### config.mk
export PLATFORM = sky130hd
export DESIGN_NAME = sparse_polynomial_subtract_core_flat
export DESIGN_NICKNAME = d
export VERILOG_FILES = /design/src/hw/rtl/spsub_pkg.sv /design/src/hw/rtl/spsub_if.sv /design/src/hw/rtl/sparse_polynomial_subtract_core.sv /design/src/hw/rtl/spsub_ctrl.sv /design/src/hw/rtl/spsub_dp.sv /design/src/flat_wrapper.sv
export SDC_FILE = /design/constraint.sdc
export NUM_CORES = 2
export LEC_CHECK = 0
export BUFFER_PORTS_ARGS = -buffer_cell sky130_fd_sc_hd__clkbuf_2
export CAP_MARGIN = 15
export CORE_MARGIN = 3
export CORE_UTILIZATION = 55
export DETAILED_ROUTE_END_ITERATION = 7
export HOLD_SLACK_MARGIN = 0.02
export PLACE_DENSITY = 0.74
export SLEW_MARGIN = 20
export SYNTH_ARGS = -nofsm -noshare
export SYNTH_HDL_FRONTEND = slang
export SYNTH_HIERARCHICAL = 1
export SYNTH_SLANG_ARGS = --single-unit
### constraint.sdc
create_clock -name clk -period 7.12 [get_ports clk]
set_clock_uncertainty 0.15 [all_clocks]
set_input_delay 0.356 -clock clk [delete_from_list [all_inputs] [get_ports clk]]
set_output_delay 0.356 -clock clk [all_outputs]
set_load 0.005 [all_outputs]
### src/hw/rtl/spsub_pkg.sv
package spsub_pkg;

  // list capacity and derived widths
  localparam int MAX_TERMS = 32;
  localparam int IDX_W     = (MAX_TERMS > 1) ? $clog2(MAX_TERMS) : 1;
  localparam int CNT_W     = $clog2(MAX_TERMS + 1);

  // field widths fixed by the interface
  localparam int COEF_W  = 32;
  localparam int DCOEF_W = 33;
  localparam int EXP_W   = 16;
  localparam int TNUM_W  = 7;

  typedef enum logic [1:0] {
    OP_LOAD_A = 2'd0,
    OP_LOAD_B = 2'd1,
    OP_START  = 2'd2
  } opcode_t;

  typedef enum logic {
    ST_IDLE,
    ST_MERGE
  } state_t;

  // controller to datapath
  typedef struct packed {
    logic load_a;
    logic load_b;
    logic advance;
    logic finish;
  } cmd_t;

  // datapath to controller
  typedef struct packed {
    logic exhausted;
    logic slot_free;
  } stat_t;

endpackage

### src/hw/rtl/spsub_if.sv
interface spsub_in_if;
  logic                                  valid;
  logic                                  ready;
  logic [1:0]                            opcode;
  logic signed [spsub_pkg::COEF_W-1:0]   coef;
  logic [spsub_pkg::EXP_W-1:0]           expon;

  modport source (output valid, opcode, coef, expon, input ready);
  modport sink   (input valid, opcode, coef, expon, output ready);
endinterface

interface spsub_out_if;
  logic                                  valid;
  logic                                  ready;
  logic signed [spsub_pkg::DCOEF_W-1:0]  diff_coef;
  logic [spsub_pkg::EXP_W-1:0]           diff_expon;
  logic [spsub_pkg::TNUM_W-1:0]          term_number;
  logic                                  last;
  logic                                  empty_res;
  logic                                  overflowed;

  modport source (output valid, diff_coef, diff_expon, term_number, last, empty_res,
                  overflowed, input ready);
  modport sink   (input valid, diff_coef, diff_expon, term_number, last, empty_res,
                  overflowed, output ready);
endinterface

### src/hw/rtl/sparse_polynomial_subtract_core.sv
// Sparse polynomial subtractor. Opcode 0 and 1 transfers load one term of A or B
// (coefficient, exponent) at one transfer per cycle while no run is in progress;
// each list holds MAX_TERMS terms and extra loads are dropped and reported through
// the overflowed bit. Lists are expected in descending exponent order; no order
// check is made. A start transfer merges the lists into A - B: equal exponents
// subtract, zero differences vanish and leftover B terms are negated. Result terms
// leave in merge order with a one-based term number and last on the final one; an
// empty difference gives a single result with empty_res and last set. The merge
// consumes one head term of A or B (or one of each on equal exponents) per cycle
// while the result side accepts, reading each term store through its single read
// port. No load or start is taken while a run is in progress; both lists and the
// overflow flag are empty again when the run ends. Opcode 3 is ignored.
module sparse_polynomial_subtract_core (
  input  logic        clk,
  input  logic        rst_n,
  spsub_in_if.sink    in_ch,
  spsub_out_if.source out_ch
);

  spsub_pkg::cmd_t  cmd;
  spsub_pkg::stat_t stat;

  // sequencer: idle/load phase versus merge phase
  spsub_ctrl u_ctrl (
    .clk       (clk),
    .rst_n     (rst_n),
    .in_valid  (in_ch.valid),
    .in_opcode (in_ch.opcode),
    .in_ready  (in_ch.ready),
    .stat      (stat),
    .cmd       (cmd)
  );

  // term stores, merge compare/subtract and result register
  spsub_dp u_dp (
    .clk             (clk),
    .rst_n           (rst_n),
    .cmd             (cmd),
    .in_coef         (in_ch.coef),
    .in_expon        (in_ch.expon),
    .stat            (stat),
    .out_valid       (out_ch.valid),
    .out_ready       (out_ch.ready),
    .out_diff_coef   (out_ch.diff_coef),
    .out_diff_expon  (out_ch.diff_expon),
    .out_term_number (out_ch.term_number),
    .out_last        (out_ch.last),
    .out_empty_res   (out_ch.empty_res),
    .out_overflowed  (out_ch.overflowed)
  );

endmodule

### src/hw/rtl/spsub_ctrl.sv
module spsub_ctrl (
  input  logic               clk,
  input  logic               rst_n,
  input  logic               in_valid,
  input  logic [1:0]         in_opcode,
  output logic               in_ready,
  input  spsub_pkg::stat_t   stat,
  output spsub_pkg::cmd_t    cmd
);

  spsub_pkg::state_t state_r;
  spsub_pkg::state_t state_nxt;
  logic              in_xfer;
  logic              is_load_a;
  logic              is_load_b;
  logic              is_start;

  assign in_xfer = in_valid && in_ready;

  // opcode decode
  always_comb begin
    is_load_a = 1'b0;
    is_load_b = 1'b0;
    is_start  = 1'b0;
    unique case (spsub_pkg::opcode_t'(in_opcode))
      spsub_pkg::OP_LOAD_A: is_load_a = 1'b1;
      spsub_pkg::OP_LOAD_B: is_load_b = 1'b1;
      spsub_pkg::OP_START:  is_start  = 1'b1;
      default: ;
    endcase
  end

  always_ff @(posedge clk) begin
    if (!rst_n) begin
      state_r <= spsub_pkg::ST_IDLE;
    end else begin
      state_r <= state_nxt;
    end
  end

  // next state
  always_comb begin
    state_nxt = state_r;
    unique case (state_r)
      spsub_pkg::ST_IDLE: begin
        if (in_xfer && is_start) state_nxt = spsub_pkg::ST_MERGE;
      end
      spsub_pkg::ST_MERGE: begin
        if (stat.slot_free && stat.exhausted) state_nxt = spsub_pkg::ST_IDLE;
      end
      default: state_nxt = spsub_pkg::ST_IDLE;
    endcase
  end

  // outputs
  always_comb begin
    in_ready    = 1'b0;
    cmd.load_a  = 1'b0;
    cmd.load_b  = 1'b0;
    cmd.advance = 1'b0;
    cmd.finish  = 1'b0;
    unique case (state_r)
      spsub_pkg::ST_IDLE: begin
        in_ready   = 1'b1;
        cmd.load_a = in_valid && is_load_a;
        cmd.load_b = in_valid && is_load_b;
      end
      spsub_pkg::ST_MERGE: begin
        cmd.advance = stat.slot_free && !stat.exhausted;
        cmd.finish  = stat.slot_free && stat.exhausted;
      end
      default: ;
    endcase
  end

endmodule

### src/hw/rtl/spsub_dp.sv
module spsub_dp (
  input  logic                                  clk,
  input  logic                                  rst_n,
  input  spsub_pkg::cmd_t                       cmd,
  input  logic signed [spsub_pkg::COEF_W-1:0]   in_coef,
  input  logic [spsub_pkg::EXP_W-1:0]           in_expon,
  output spsub_pkg::stat_t                      stat,
  output logic                                  out_valid,
  input  logic                                  out_ready,
  output logic signed [spsub_pkg::DCOEF_W-1:0]  out_diff_coef,
  output logic [spsub_pkg::EXP_W-1:0]           out_diff_expon,
  output logic [spsub_pkg::TNUM_W-1:0]          out_term_number,
  output logic                                  out_last,
  output logic                                  out_empty_res,
  output logic                                  out_overflowed
);

  localparam int IW = spsub_pkg::IDX_W;
  localparam int CW = spsub_pkg::CNT_W;
  localparam logic signed [spsub_pkg::DCOEF_W-1:0] DCOEF_ZERO = '0;

  // term stores
  logic [spsub_pkg::COEF_W-1:0] a_coef_mem  [spsub_pkg::MAX_TERMS];
  logic [spsub_pkg::EXP_W-1:0]  a_expon_mem [spsub_pkg::MAX_TERMS];
  logic [spsub_pkg::COEF_W-1:0] b_coef_mem  [spsub_pkg::MAX_TERMS];
  logic [spsub_pkg::EXP_W-1:0]  b_expon_mem [spsub_pkg::MAX_TERMS];

  logic [CW-1:0] a_cnt_r, a_cnt_nxt;
  logic [CW-1:0] b_cnt_r, b_cnt_nxt;
  logic          ovf_r, ovf_nxt;
  logic [CW-1:0] ia_r, ia_nxt;
  logic [CW-1:0] ib_r, ib_nxt;

  logic [spsub_pkg::COEF_W-1:0] a_rd_coef_r, b_rd_coef_r;
  logic [spsub_pkg::EXP_W-1:0]  a_rd_expon_r, b_rd_expon_r;

  // one term held back so the final one can be flagged
  logic                                pend_v_r, pend_v_nxt;
  logic signed [spsub_pkg::DCOEF_W-1:0] pend_coef_r, pend_coef_nxt;
  logic [spsub_pkg::EXP_W-1:0]         pend_expon_r, pend_expon_nxt;
  logic [spsub_pkg::TNUM_W-1:0]        pend_num_r, pend_num_nxt;
  logic [spsub_pkg::TNUM_W-1:0]        k_r, k_nxt;

  logic                                out_valid_r, out_valid_nxt;
  logic signed [spsub_pkg::DCOEF_W-1:0] out_coef_r, out_coef_nxt;
  logic [spsub_pkg::EXP_W-1:0]         out_expon_r, out_expon_nxt;
  logic [spsub_pkg::TNUM_W-1:0]        out_num_r, out_num_nxt;
  logic                                out_last_r, out_last_nxt;
  logic                                out_empty_r, out_empty_nxt;
  logic                                out_ovf_r, out_ovf_nxt;

  logic                                a_has, b_has, take_a, take_b, produce;
  logic signed [spsub_pkg::DCOEF_W-1:0] a_ext, b_ext, term_coef;
  logic [spsub_pkg::EXP_W-1:0]         term_expon;
  logic                                a_full, b_full;

  assign a_has  = ia_r < a_cnt_r;
  assign b_has  = ib_r < b_cnt_r;
  assign a_full = a_cnt_r >= CW'(spsub_pkg::MAX_TERMS);
  assign b_full = b_cnt_r >= CW'(spsub_pkg::MAX_TERMS);
  assign a_ext  = {a_rd_coef_r[spsub_pkg::COEF_W-1], a_rd_coef_r};
  assign b_ext  = {b_rd_coef_r[spsub_pkg::COEF_W-1], b_rd_coef_r};

  assign stat.exhausted = !a_has && !b_has;
  assign stat.slot_free = !out_valid_r || out_ready;

  // merge decision on the current head terms
  always_comb begin
    take_a     = a_has && (!b_has || (a_rd_expon_r > b_rd_expon_r));
    take_b     = !take_a && (!a_has || (b_rd_expon_r > a_rd_expon_r));
    term_expon = take_b ? b_rd_expon_r : a_rd_expon_r;
    if (take_a) begin
      term_coef = a_ext;
    end else if (take_b) begin
      term_coef = DCOEF_ZERO - b_ext;
    end else begin
      term_coef = a_ext - b_ext;
    end
    produce = take_a || take_b || (term_coef != DCOEF_ZERO);
  end

  always_comb begin
    a_cnt_nxt      = a_cnt_r;
    b_cnt_nxt      = b_cnt_r;
    ovf_nxt        = ovf_r;
    ia_nxt         = ia_r;
    ib_nxt         = ib_r;
    pend_v_nxt     = pend_v_r;
    pend_coef_nxt  = pend_coef_r;
    pend_expon_nxt = pend_expon_r;
    pend_num_nxt   = pend_num_r;
    k_nxt          = k_r;
    out_valid_nxt  = out_valid_r && !out_ready;
    out_coef_nxt   = out_coef_r;
    out_expon_nxt  = out_expon_r;
    out_num_nxt    = out_num_r;
    out_last_nxt   = out_last_r;
    out_empty_nxt  = out_empty_r;
    out_ovf_nxt    = out_ovf_r;

    if (cmd.load_a) begin
      if (a_full) ovf_nxt = 1'b1;
      else        a_cnt_nxt = a_cnt_r + CW'(1);
    end
    if (cmd.load_b) begin
      if (b_full) ovf_nxt = 1'b1;
      else        b_cnt_nxt = b_cnt_r + CW'(1);
    end

    if (cmd.advance) begin
      if (take_a || !take_b) ia_nxt = ia_r + CW'(1);
      if (take_b || !take_a) ib_nxt = ib_r + CW'(1);
      if (produce) begin
        // previous held term is known not to be the final one
        if (pend_v_r) begin
          out_valid_nxt = 1'b1;
          out_coef_nxt  = pend_coef_r;
          out_expon_nxt = pend_expon_r;
          out_num_nxt   = pend_num_r;
          out_last_nxt  = 1'b0;
          out_empty_nxt = 1'b0;
          out_ovf_nxt   = ovf_r;
        end
        pend_v_nxt     = 1'b1;
        pend_coef_nxt  = term_coef;
        pend_expon_nxt = term_expon;
        pend_num_nxt   = k_r + spsub_pkg::TNUM_W'(1);
        k_nxt          = k_r + spsub_pkg::TNUM_W'(1);
      end
    end

    if (cmd.finish) begin
      out_valid_nxt = 1'b1;
      out_last_nxt  = 1'b1;
      out_ovf_nxt   = ovf_r;
      if (pend_v_r) begin
        out_coef_nxt  = pend_coef_r;
        out_expon_nxt = pend_expon_r;
        out_num_nxt   = pend_num_r;
        out_empty_nxt = 1'b0;
      end else begin
        out_coef_nxt  = DCOEF_ZERO;
        out_expon_nxt = '0;
        out_num_nxt   = '0;
        out_empty_nxt = 1'b1;
      end
      a_cnt_nxt  = '0;
      b_cnt_nxt  = '0;
      ovf_nxt    = 1'b0;
      ia_nxt     = '0;
      ib_nxt     = '0;
      pend_v_nxt = 1'b0;
      k_nxt      = '0;
    end
  end

  // store writes and prefetching reads
  always_ff @(posedge clk) begin
    if (cmd.load_a && !a_full) begin
      a_coef_mem[a_cnt_r[IW-1:0]]  <= in_coef;
      a_expon_mem[a_cnt_r[IW-1:0]] <= in_expon;
    end
    if (cmd.load_b && !b_full) begin
      b_coef_mem[b_cnt_r[IW-1:0]]  <= in_coef;
      b_expon_mem[b_cnt_r[IW-1:0]] <= in_expon;
    end
    a_rd_coef_r  <= a_coef_mem[ia_nxt[IW-1:0]];
    a_rd_expon_r <= a_expon_mem[ia_nxt[IW-1:0]];
    b_rd_coef_r  <= b_coef_mem[ib_nxt[IW-1:0]];
    b_rd_expon_r <= b_expon_mem[ib_nxt[IW-1:0]];
  end

  always_ff @(posedge clk) begin
    if (!rst_n) begin
      a_cnt_r     <= '0;
      b_cnt_r     <= '0;
      ovf_r       <= 1'b0;
      ia_r        <= '0;
      ib_r        <= '0;
      pend_v_r    <= 1'b0;
      k_r         <= '0;
      out_valid_r <= 1'b0;
    end else begin
      a_cnt_r     <= a_cnt_nxt;
      b_cnt_r     <= b_cnt_nxt;
      ovf_r       <= ovf_nxt;
      ia_r        <= ia_nxt;
      ib_r        <= ib_nxt;
      pend_v_r    <= pend_v_nxt;
      k_r         <= k_nxt;
      out_valid_r <= out_valid_nxt;
    end
  end

  always_ff @(posedge clk) begin
    pend_coef_r  <= pend_coef_nxt;
    pend_expon_r <= pend_expon_nxt;
    pend_num_r   <= pend_num_nxt;
    out_coef_r   <= out_coef_nxt;
    out_expon_r  <= out_expon_nxt;
    out_num_r    <= out_num_nxt;
    out_last_r   <= out_last_nxt;
    out_empty_r  <= out_empty_nxt;
    out_ovf_r    <= out_ovf_nxt;
  end

  assign out_valid       = out_valid_r;
  assign out_diff_coef   = out_coef_r;
  assign out_diff_expon  = out_expon_r;
  assign out_term_number = out_num_r;
  assign out_last        = out_last_r;
  assign out_empty_res   = out_empty_r;
  assign out_overflowed  = out_ovf_r;

endmodule

### src/flat_wrapper.sv
// flat-port wrapper written by rule: the top's interface ports become plain ports
module sparse_polynomial_subtract_core_flat 
  (clk, rst_n, in_ch_valid, in_ch_opcode, in_ch_coef, in_ch_expon, in_ch_ready, out_ch_valid, out_ch_diff_coef, out_ch_diff_expon, out_ch_term_number, out_ch_last, out_ch_empty_res, out_ch_overflowed, out_ch_ready);
  spsub_in_if in_ch_i ();
  spsub_out_if out_ch_i ();
  input  logic clk;
  input  logic rst_n;
  input wire logic [$bits(in_ch_i.valid)-1:0] in_ch_valid;
  input wire logic [$bits(in_ch_i.opcode)-1:0] in_ch_opcode;
  input wire logic [$bits(in_ch_i.coef)-1:0] in_ch_coef;
  input wire logic [$bits(in_ch_i.expon)-1:0] in_ch_expon;
  output wire logic [$bits(in_ch_i.ready)-1:0] in_ch_ready;
  output wire logic [$bits(out_ch_i.valid)-1:0] out_ch_valid;
  output wire logic [$bits(out_ch_i.diff_coef)-1:0] out_ch_diff_coef;
  output wire logic [$bits(out_ch_i.diff_expon)-1:0] out_ch_diff_expon;
  output wire logic [$bits(out_ch_i.term_number)-1:0] out_ch_term_number;
  output wire logic [$bits(out_ch_i.last)-1:0] out_ch_last;
  output wire logic [$bits(out_ch_i.empty_res)-1:0] out_ch_empty_res;
  output wire logic [$bits(out_ch_i.overflowed)-1:0] out_ch_overflowed;
  input wire logic [$bits(out_ch_i.ready)-1:0] out_ch_ready;
  assign in_ch_i.valid = in_ch_valid;
  assign in_ch_i.opcode = in_ch_opcode;
  assign in_ch_i.coef = in_ch_coef;
  assign in_ch_i.expon = in_ch_expon;
  assign in_ch_ready = in_ch_i.ready;
  assign out_ch_valid = out_ch_i.valid;
  assign out_ch_diff_coef = out_ch_i.diff_coef;
  assign out_ch_diff_expon = out_ch_i.diff_expon;
  assign out_ch_term_number = out_ch_i.term_number;
  assign out_ch_last = out_ch_i.last;
  assign out_ch_empty_res = out_ch_i.empty_res;
  assign out_ch_overflowed = out_ch_i.overflowed;
  assign out_ch_i.ready = out_ch_ready;
  sparse_polynomial_subtract_core u_core (.clk(clk), .rst_n(rst_n), .in_ch(in_ch_i), .out_ch(out_ch_i));
endmodule
== Yosys cells after proc, flatten, opt, wreduce, memory -nomap -nowiden ==
Memories as Yosys holds them, arrays and structs flattened. A register that Yosys moved wholly into a read port is not among the register bits.
Index checks and enable logic that the tools add are counted.
Word-level totals
  RAM bits: 3072
  bits of input ports: 54
  register bits: 150
  memories kept: 4
  word-level logic and storage cells: 138
Memory list
  u_core.u_dp.a_coef_mem: words 32, width 32, rd ports 1, clocked after memory_dff 1, write ports 1, line spsub_dp.sv:23  | logic [spsub_pkg::COEF_W-1:0] a_coef_mem [spsub_pkg::MAX_TERMS];
  u_core.u_dp.b_coef_mem: words 32, width 32, rd ports 1, clocked after memory_dff 1, write ports 1, line spsub_dp.sv:25  | logic [spsub_pkg::COEF_W-1:0] b_coef_mem [spsub_pkg::MAX_TERMS];
  u_core.u_dp.a_expon_mem: words 32, width 16, rd ports 1, clocked after memory_dff 1, write ports 1, line spsub_dp.sv:24  | logic [spsub_pkg::EXP_W-1:0] a_expon_mem [spsub_pkg::MAX_TERMS];
  u_core.u_dp.b_expon_mem: words 32, width 16, rd ports 1, clocked after memory_dff 1, write ports 1, line spsub_dp.sv:26  | logic [spsub_pkg::EXP_W-1:0] b_expon_mem [spsub_pkg::MAX_TERMS];
Cells by class
  multiplexer cells: 54
  order comparisons: 6
  bitwise operators: 4
  equality and inequality tests: 2
  $add $sub $neg: 7
  reduce and logical (&&, ||, !) cells: 41
Operators by type and width (count)
  2-to-1 mux 33 bit: 7
  2-to-1 mux 16 bit: 6
  2-to-1 mux 7 bit: 5
  nonzero test 33 bit: 1
  subtractor 1 x 32 -> 33 bit (first input constant): 1
  subtractor 32 x 32 -> 33 bit: 1
  > comparator 16 bit: 2
  2-to-1 mux 5 bit: 6
  2-to-1 mux 1 bit: 27
  adder 6 x 1 -> 6 bit (second input constant): 4
  greater-or-equal comparator 6 bit (second input constant): 2
  logical AND 1 bit: 12
  less-than comparator 6 bit: 2
  AND reduction 2 bit: 5
  logical NOT 1 bit: 9
  adder 7 x 1 -> 7 bit (second input constant): 1
  logical OR 1 bit: 7
  AND reduction 3 bit: 2
  nonzero test 2 bit: 3
  2-to-1 mux 2 bit: 2
  inverter 1 bit: 4
  == test 2 x 1 -> 1 bit (second input constant): 1
  == test 2 bit (second input constant): 1
  logical NOT 2 bit: 1
  other kinds (2): 2

== Logic depth before layout (Yosys ltp) ==
  word-level depth: 13
  depth in mapped cells: 26

== Modules after synthesis ==
The synthesis kept the hierarchy.
Modules (own cells, without submodules)
  spsub_dp: area each 130181.1 µm², instances 1, cells each 7952, seq. area each 98294.3 µm²
  spsub_ctrl: area each 87.6 µm², instances 1, cells each 10, seq. area each 20.0 µm²

== Worst setup path after synthesis ==
Ideal clock, no wire load.
  path type: register to register
  start point: register u_core/u_dp/a_rd_expon_r[13] (netlist bit) (read register of u_core.u_dp.a_expon_mem)
  end point: register u_core/u_dp/pend_coef_r[0] (netlist bit), enable pin
  setup time: 0.473 ns
  data required time: 6.497 ns
  period minus slack after synthesis: 7.837 ns
  arrival: 7.214 ns
  setup slack: -0.717 ns
  cell stages (with the launch flop): 25
  path through: dfxtp_1 > inv_1 > ha_1 > nand4_1 > nor3_1 > a2111oi_0 > a31o_1 > buf_6 > nor2_1 > nor2_1 > clkbuf_1 > clkbuf_1 > and2_1 > ha_1 > clkbuf_1 > a21o_1 > a21oi_1 > nor2b_1 > o41a_1 > a311o_1 > o21a_1 > nor3_1 > a2111oi_0 > and4_1 > nor2_1
Between the ends
  word-level cells in the longest chain between the ends: 10
  elaborated cells between the ends (all ways): 13
  those cells by class: order compare (2); mux (2); reduce/logical (9)
RTL lines
  start: declaration: line spsub_dp.sv:35  | logic [spsub_pkg::EXP_W-1:0] a_rd_expon_r, b_rd_expon_r;
  > comparator 16 bit: line spsub_dp.sv:69  | take_a = a_has && (!b_has || (a_rd_expon_r > b_rd_expon_r));
  logical OR 1 bit: line spsub_dp.sv:69
  logical AND 1 bit: line spsub_dp.sv:69
  logical NOT 1 bit: line spsub_dp.sv:70  | take_b = !take_a && (!a_has || (b_rd_expon_r > a_rd_expon_r));
  logical AND 1 bit: line spsub_dp.sv:70
  2-to-1 mux 33 bit: line spsub_dp.sv:74  | end else if (take_b) begin
  2-to-1 mux 33 bit: line spsub_dp.sv:72  | if (take_a) begin
  nonzero test 33 bit: line spsub_dp.sv:79  | produce = take_a || take_b || (term_coef != DCOEF_ZERO);
  logical OR 1 bit (*): line spsub_dp.sv:79
  AND reduction 2 bit (no source line) (*)
  end signal: assignment: line spsub_dp.sv:196  | pend_coef_r <= pend_coef_nxt;
  end: declaration: line spsub_dp.sv:39  | logic signed [spsub_pkg::DCOEF_W-1:0] pend_coef_r, pend_coef_nxt;
Every way passes the cells marked *; elsewhere a longest branch is shown, timed or not.
A chain may end at the register's enable or synchronous reset.

== Worst setup path in the final report ==
  start point: register u_core/u_dp/a_rd_expon_r[15] (netlist bit) (read register of u_core.u_dp.a_expon_mem)
  end point: register u_core.u_dp.out_expon_r (netlist bit u_core/u_dp/out_diff_expon[1]), enable pin
Between the ends
  word-level cells in the longest chain between the ends: 11
  elaborated cells between the ends (all ways): 14
  those cells by class: order compare (2); mux (2); reduce/logical (10)
RTL lines
  > comparator 16 bit: line spsub_dp.sv:69
  logical OR 1 bit: line spsub_dp.sv:69
  logical AND 1 bit: line spsub_dp.sv:69
  logical NOT 1 bit: line spsub_dp.sv:70
  logical AND 1 bit: line spsub_dp.sv:70
  2-to-1 mux 33 bit: line spsub_dp.sv:74
  2-to-1 mux 33 bit: line spsub_dp.sv:72
  nonzero test 33 bit: line spsub_dp.sv:79
  logical OR 1 bit (*): line spsub_dp.sv:79
  nonzero test 2 bit (no source line) (*)
  AND reduction 3 bit (no source line) (*)
  end signal: assignment: line spsub_dp.sv:200  | out_expon_r <= out_expon_nxt;
  end: declaration: line spsub_dp.sv:46  | logic [spsub_pkg::EXP_W-1:0] out_expon_r, out_expon_nxt;
Marks and branches as above.

==> flow_summary.json <==
{
  "wl_per_cell_um": 30.45,
  "clock_latency_ns": 0.95,
  "vias_per_cell": 6.547,
  "synth_top_area_share": 0.7344,
  "crit_arrival_ns": 7.42,
  "vias": 76517,
  "antenna_left": 0,
  "synth-main-ff-cell": "edfxtp_1",
  "crit_required_ns": 7.63,
  "critPathLaunchType": "flip-flop",
  "globalRouteOverflowTotal": 0,
  "grt_start_max_net_pins": 102,
  "hp-class": "reg -> reg",
  "setup_viol": 0,
  "htreeDepth": 5,
  "die_h_um": 492.7,
  "crit_chain": "inv_1, ha_1, nand4_1, or4_1, a21o_1, a31o_1, nor2_1, nor2_4, buf_12, buf_4, and2_1, ha_1, and2_1, a221oi_1, a21oi_2, nor4_2, nor2_1, a41o_1, xor2_1, a2111oi_0, nand4_1, a31oi_1, inv_2, buf_4",
  "grt.total_usage": 0.2901,
  "final_util": 0.6277,
  "drv_cap": 0,
  "synth_fp_nets": 8086,
  "nFillCells": 16155,
  "cp_max_fo": 20,
  "fin_setup_tns_ns": 0,
  "final_nets": 8396,
  "port_buffers": 114,
  "initial_utilization": 0.5534,
  "maxSlewHeadroom": 0.2351,
  "worst_setup_path_end_kind": "flip-flop",
  "slowest_stage": "or4_1",
  "syn_avg_cell_area_um2": 16.36,
  "die_w_um": 492.7,
  "max_freq_ghz": 0.1445,
  "hpwl_mm": 201.7,
  "drive_above_1_share": 0.1707,
  "max_stage_delay_ns": 0.62,
  "synth_edf_count": 3186,
  "finalHoldViolations": 0,
  "gp_congestion": 0.9103,
  "worstMarginPinSlew_ns": 1.147,
  "rsz0062_at_grt": "false",
  "dr.pass1.iters": 6,
  "dieArea_um2": 242700,
  "ys_async_sr_fraction": 0,
  "initialDrtViolationCount": 10737,
  "antenna_found_initial": 22,
  "ff2ff_setup_slack_ns": 0.20,
  "fin_crit_ns": 6.918,
  "io_pins": 115,
  "numCtsBuffers": 339,
  "grt_pass1_vias": 74503,
  "yosys.area.top_type": "edfxtp_1",
  "cts_buffer_depth": 4,
  "rows": 178,
  "leakagePower_nw": 48.22,
  "clockRootBuffer": "clkbuf_16",
  "coreArea_um2": 235400,
  "remaining_drc_errors": 0,
  "yosysWarningCount": 6,
  "clock-sinks": 3318,
  "fin_crit_sh": 0.9717,
  "area_delta_synth_final_pct": 13.42,
  "postRouteWirelength_mm": 355.9,
  "ir_drop_v": 0.0002442,
  "power.density_nw_per_um2": 270.4,
  "seq_area_frac_synth": 0.7547,
  "cts.clk_slew.worst_paths_ns": 0.06,
  "critPathKind": "reg -> reg",
  "yosys-top-cells-area": "edfxtp_1 73%, mux4_2 5.8%, nand2_1 3.2%, mux2i_1 2.3%, dfxtp_1 2.0%",
  "status": "completed",
  "syn_area_um2": 130300,
  "finalMaxSlewViolations": 0,
  "synth-seq-cells": 3318,
  "synthCells": 7962,
  "grt_first_pass_wirelength_mm": 514.4,
  "ys_types": 79,
  "cts_tree": "yes"
}
-- logic make-up after synthesis --
family | synth area share
compound gates | 0.05770
xor+xnor | 0.002420
fa+ha+maj | 0.006781
buf+inv | 0.01854
flops | 0.7547
mux | 0.08250
simple gates | 0.07737
-- metrics by stage --
step,power (mW),setup WS [ns],instances,area (µm²),hold slack [ns]
6_report,39.95,0.2018,11687,147800,0.3504
5_1_grt,40.95,0.02516,11682,147700,0.3671
4_1_cts,40.09,0.05883,11668,147500,0.2922
3_5_place_dp,22.96,0.1054,11020,136200,0.3456
3_3_place_gp,22.93,0.06444,11015,136100,0.3197
2_1_floorplan,22.33,0.2468,7962,130300,0.2585
-- cell usage after synthesis, types with 51 or more instances --
cell and count:
a211oi_1 110, a21oi_1 160, a221oi_1 51, a31oi_1 201, and2_1 93, and3_1 160, buf_2 88, clkbuf_1 363
dfxtp_1 132, edfxtp_1 3186, ha_1 69, inv_1 80, mux2i_1 294, mux4_2 336, nand2_1 1106, nand3_1 469
nand4_1 64, nor2_1 293, o21ai_0 187
-- area by class of cell --
class,instances,area [µm²],share of cell area
repair buffers,473,4161,0.02816
clock inverters,155,1524,0.01031
clock buffers,443,9274,0.06277
multi-input cells,4060,30210,0.2045
inverters,80,305.3,0.002066
flip-flops and latches,3318,98320,0.6654
well taps,3150,3941,0.02667
diodes,8,20.02,0.0001355
-- worst max-delay path: cells and delay by family, from the launching register on --
kind            cells  cell delay (ns)
simple gates        9             2.40
buf+inv             5             0.70
compound gates      7             2.22
fa+ha+maj           2             0.63
xor+xnor            1             0.16
flops               1             0.33
-- routing by layer --
metal	track usage	part of all wire	vias up
met1	0.4065	0.37	38814
li1	-	-	31753
met2	0.4605	0.48	5042
met3	0.05181	0.11	896
met4	0.1090	0.039	12
met5	0	0.00020	-
-- path summary, 6_finish.rpt --
check	from	end	depth (start not counted)
worst min-delay path	u_core/u_dp/k_r[6]$_SDFFE_PP0P_	u_core/u_dp/k_r[6]$_SDFFE_PP0P_	2
worst min register to register	u_core/u_dp/k_r[6]$_SDFFE_PP0P_	u_core/u_dp/k_r[6]$_SDFFE_PP0P_	2
worst max-delay path	u_core/u_dp/a_rd_expon_r[15]$_DFF_P_	u_core/u_dp/out_diff_expon[1]$_DFFE_PP_	24
worst max register to register	u_core/u_dp/a_rd_expon_r[15]$_DFF_P_	u_core/u_dp/out_diff_expon[1]$_DFFE_PP_	24
-- cells in the final DEF, fill, tap and decap left out, types with 46 or more instances in the layout --
| cell type | instances |
|---|---|
| inv_1 | 77 |
| mux4_2 | 336 |
| o221ai_1 | 49 |
| a32oi_1 | 48 |
| mux2i_1 | 294 |
| and3_1 | 160 |
| clkbuf_2 | 106 |
| a221oi_2 | 46 |
| clkbuf_1 | 73 |
| buf_12 | 49 |
| a21oi_1 | 157 |
| dlygate4sd3_1 | 57 |
| clkbuf_16 | 347 |
| nand3_1 | 466 |
| and2_1 | 92 |
| nor2_4 | 68 |
| clkinv_2 | 62 |
| buf_4 | 254 |
| a221oi_1 | 51 |
| ha_1 | 69 |
| edfxtp_1 | 3186 |
| o221a_2 | 47 |
| nor2_1 | 225 |
| nand4_1 | 64 |
| a211oi_1 | 109 |
| o21ai_0 | 186 |
| a31oi_1 | 201 |
| o22a_1 | 49 |
| nand2_1 | 1101 |
| clkinv_1 | 47 |
| dfxtp_1 | 131 |
-- state kept, by name (all words and copies together), names as in the netlist, 7 cells and up --
register,flops
u_core/u_dp/a_coef_mem,1024
u_core/u_dp/a_expon_mem,512
u_core/u_dp/a_rd_coef_r,32
u_core/u_dp/a_rd_expon_r,16
u_core/u_dp/b_coef_mem,1024
u_core/u_dp/b_expon_mem,512
u_core/u_dp/b_rd_coef_r,32
u_core/u_dp/b_rd_expon_r,16
u_core/u_dp/k_r,7
u_core/u_dp/out_diff_coef,33
u_core/u_dp/out_diff_expon,16
u_core/u_dp/out_term_number,7
u_core/u_dp/pend_coef_r,33
u_core/u_dp/pend_expon_r,16
u_core/u_dp/pend_num_r,7
-- report_power, final --
part	leakage (nW)	internal, mW	switching (mW)
Combinational	13.2	0.291	0.811
Clock	5.30	10.2	7.15
Sequential	29.8	21.5	0.0451
Total	48.2	31.9	8.00
-- what timing repair did --
action | in CTS | in global routing
hold buffers | 50 | 7
setup buffers | 0 | 2
setup endpoints to repair | 0 | 124
resized for setup | 0 | 9
endpoints found under the hold margin | 2540 | 448
No activity file was read; power rests on OpenSTA's default activity.
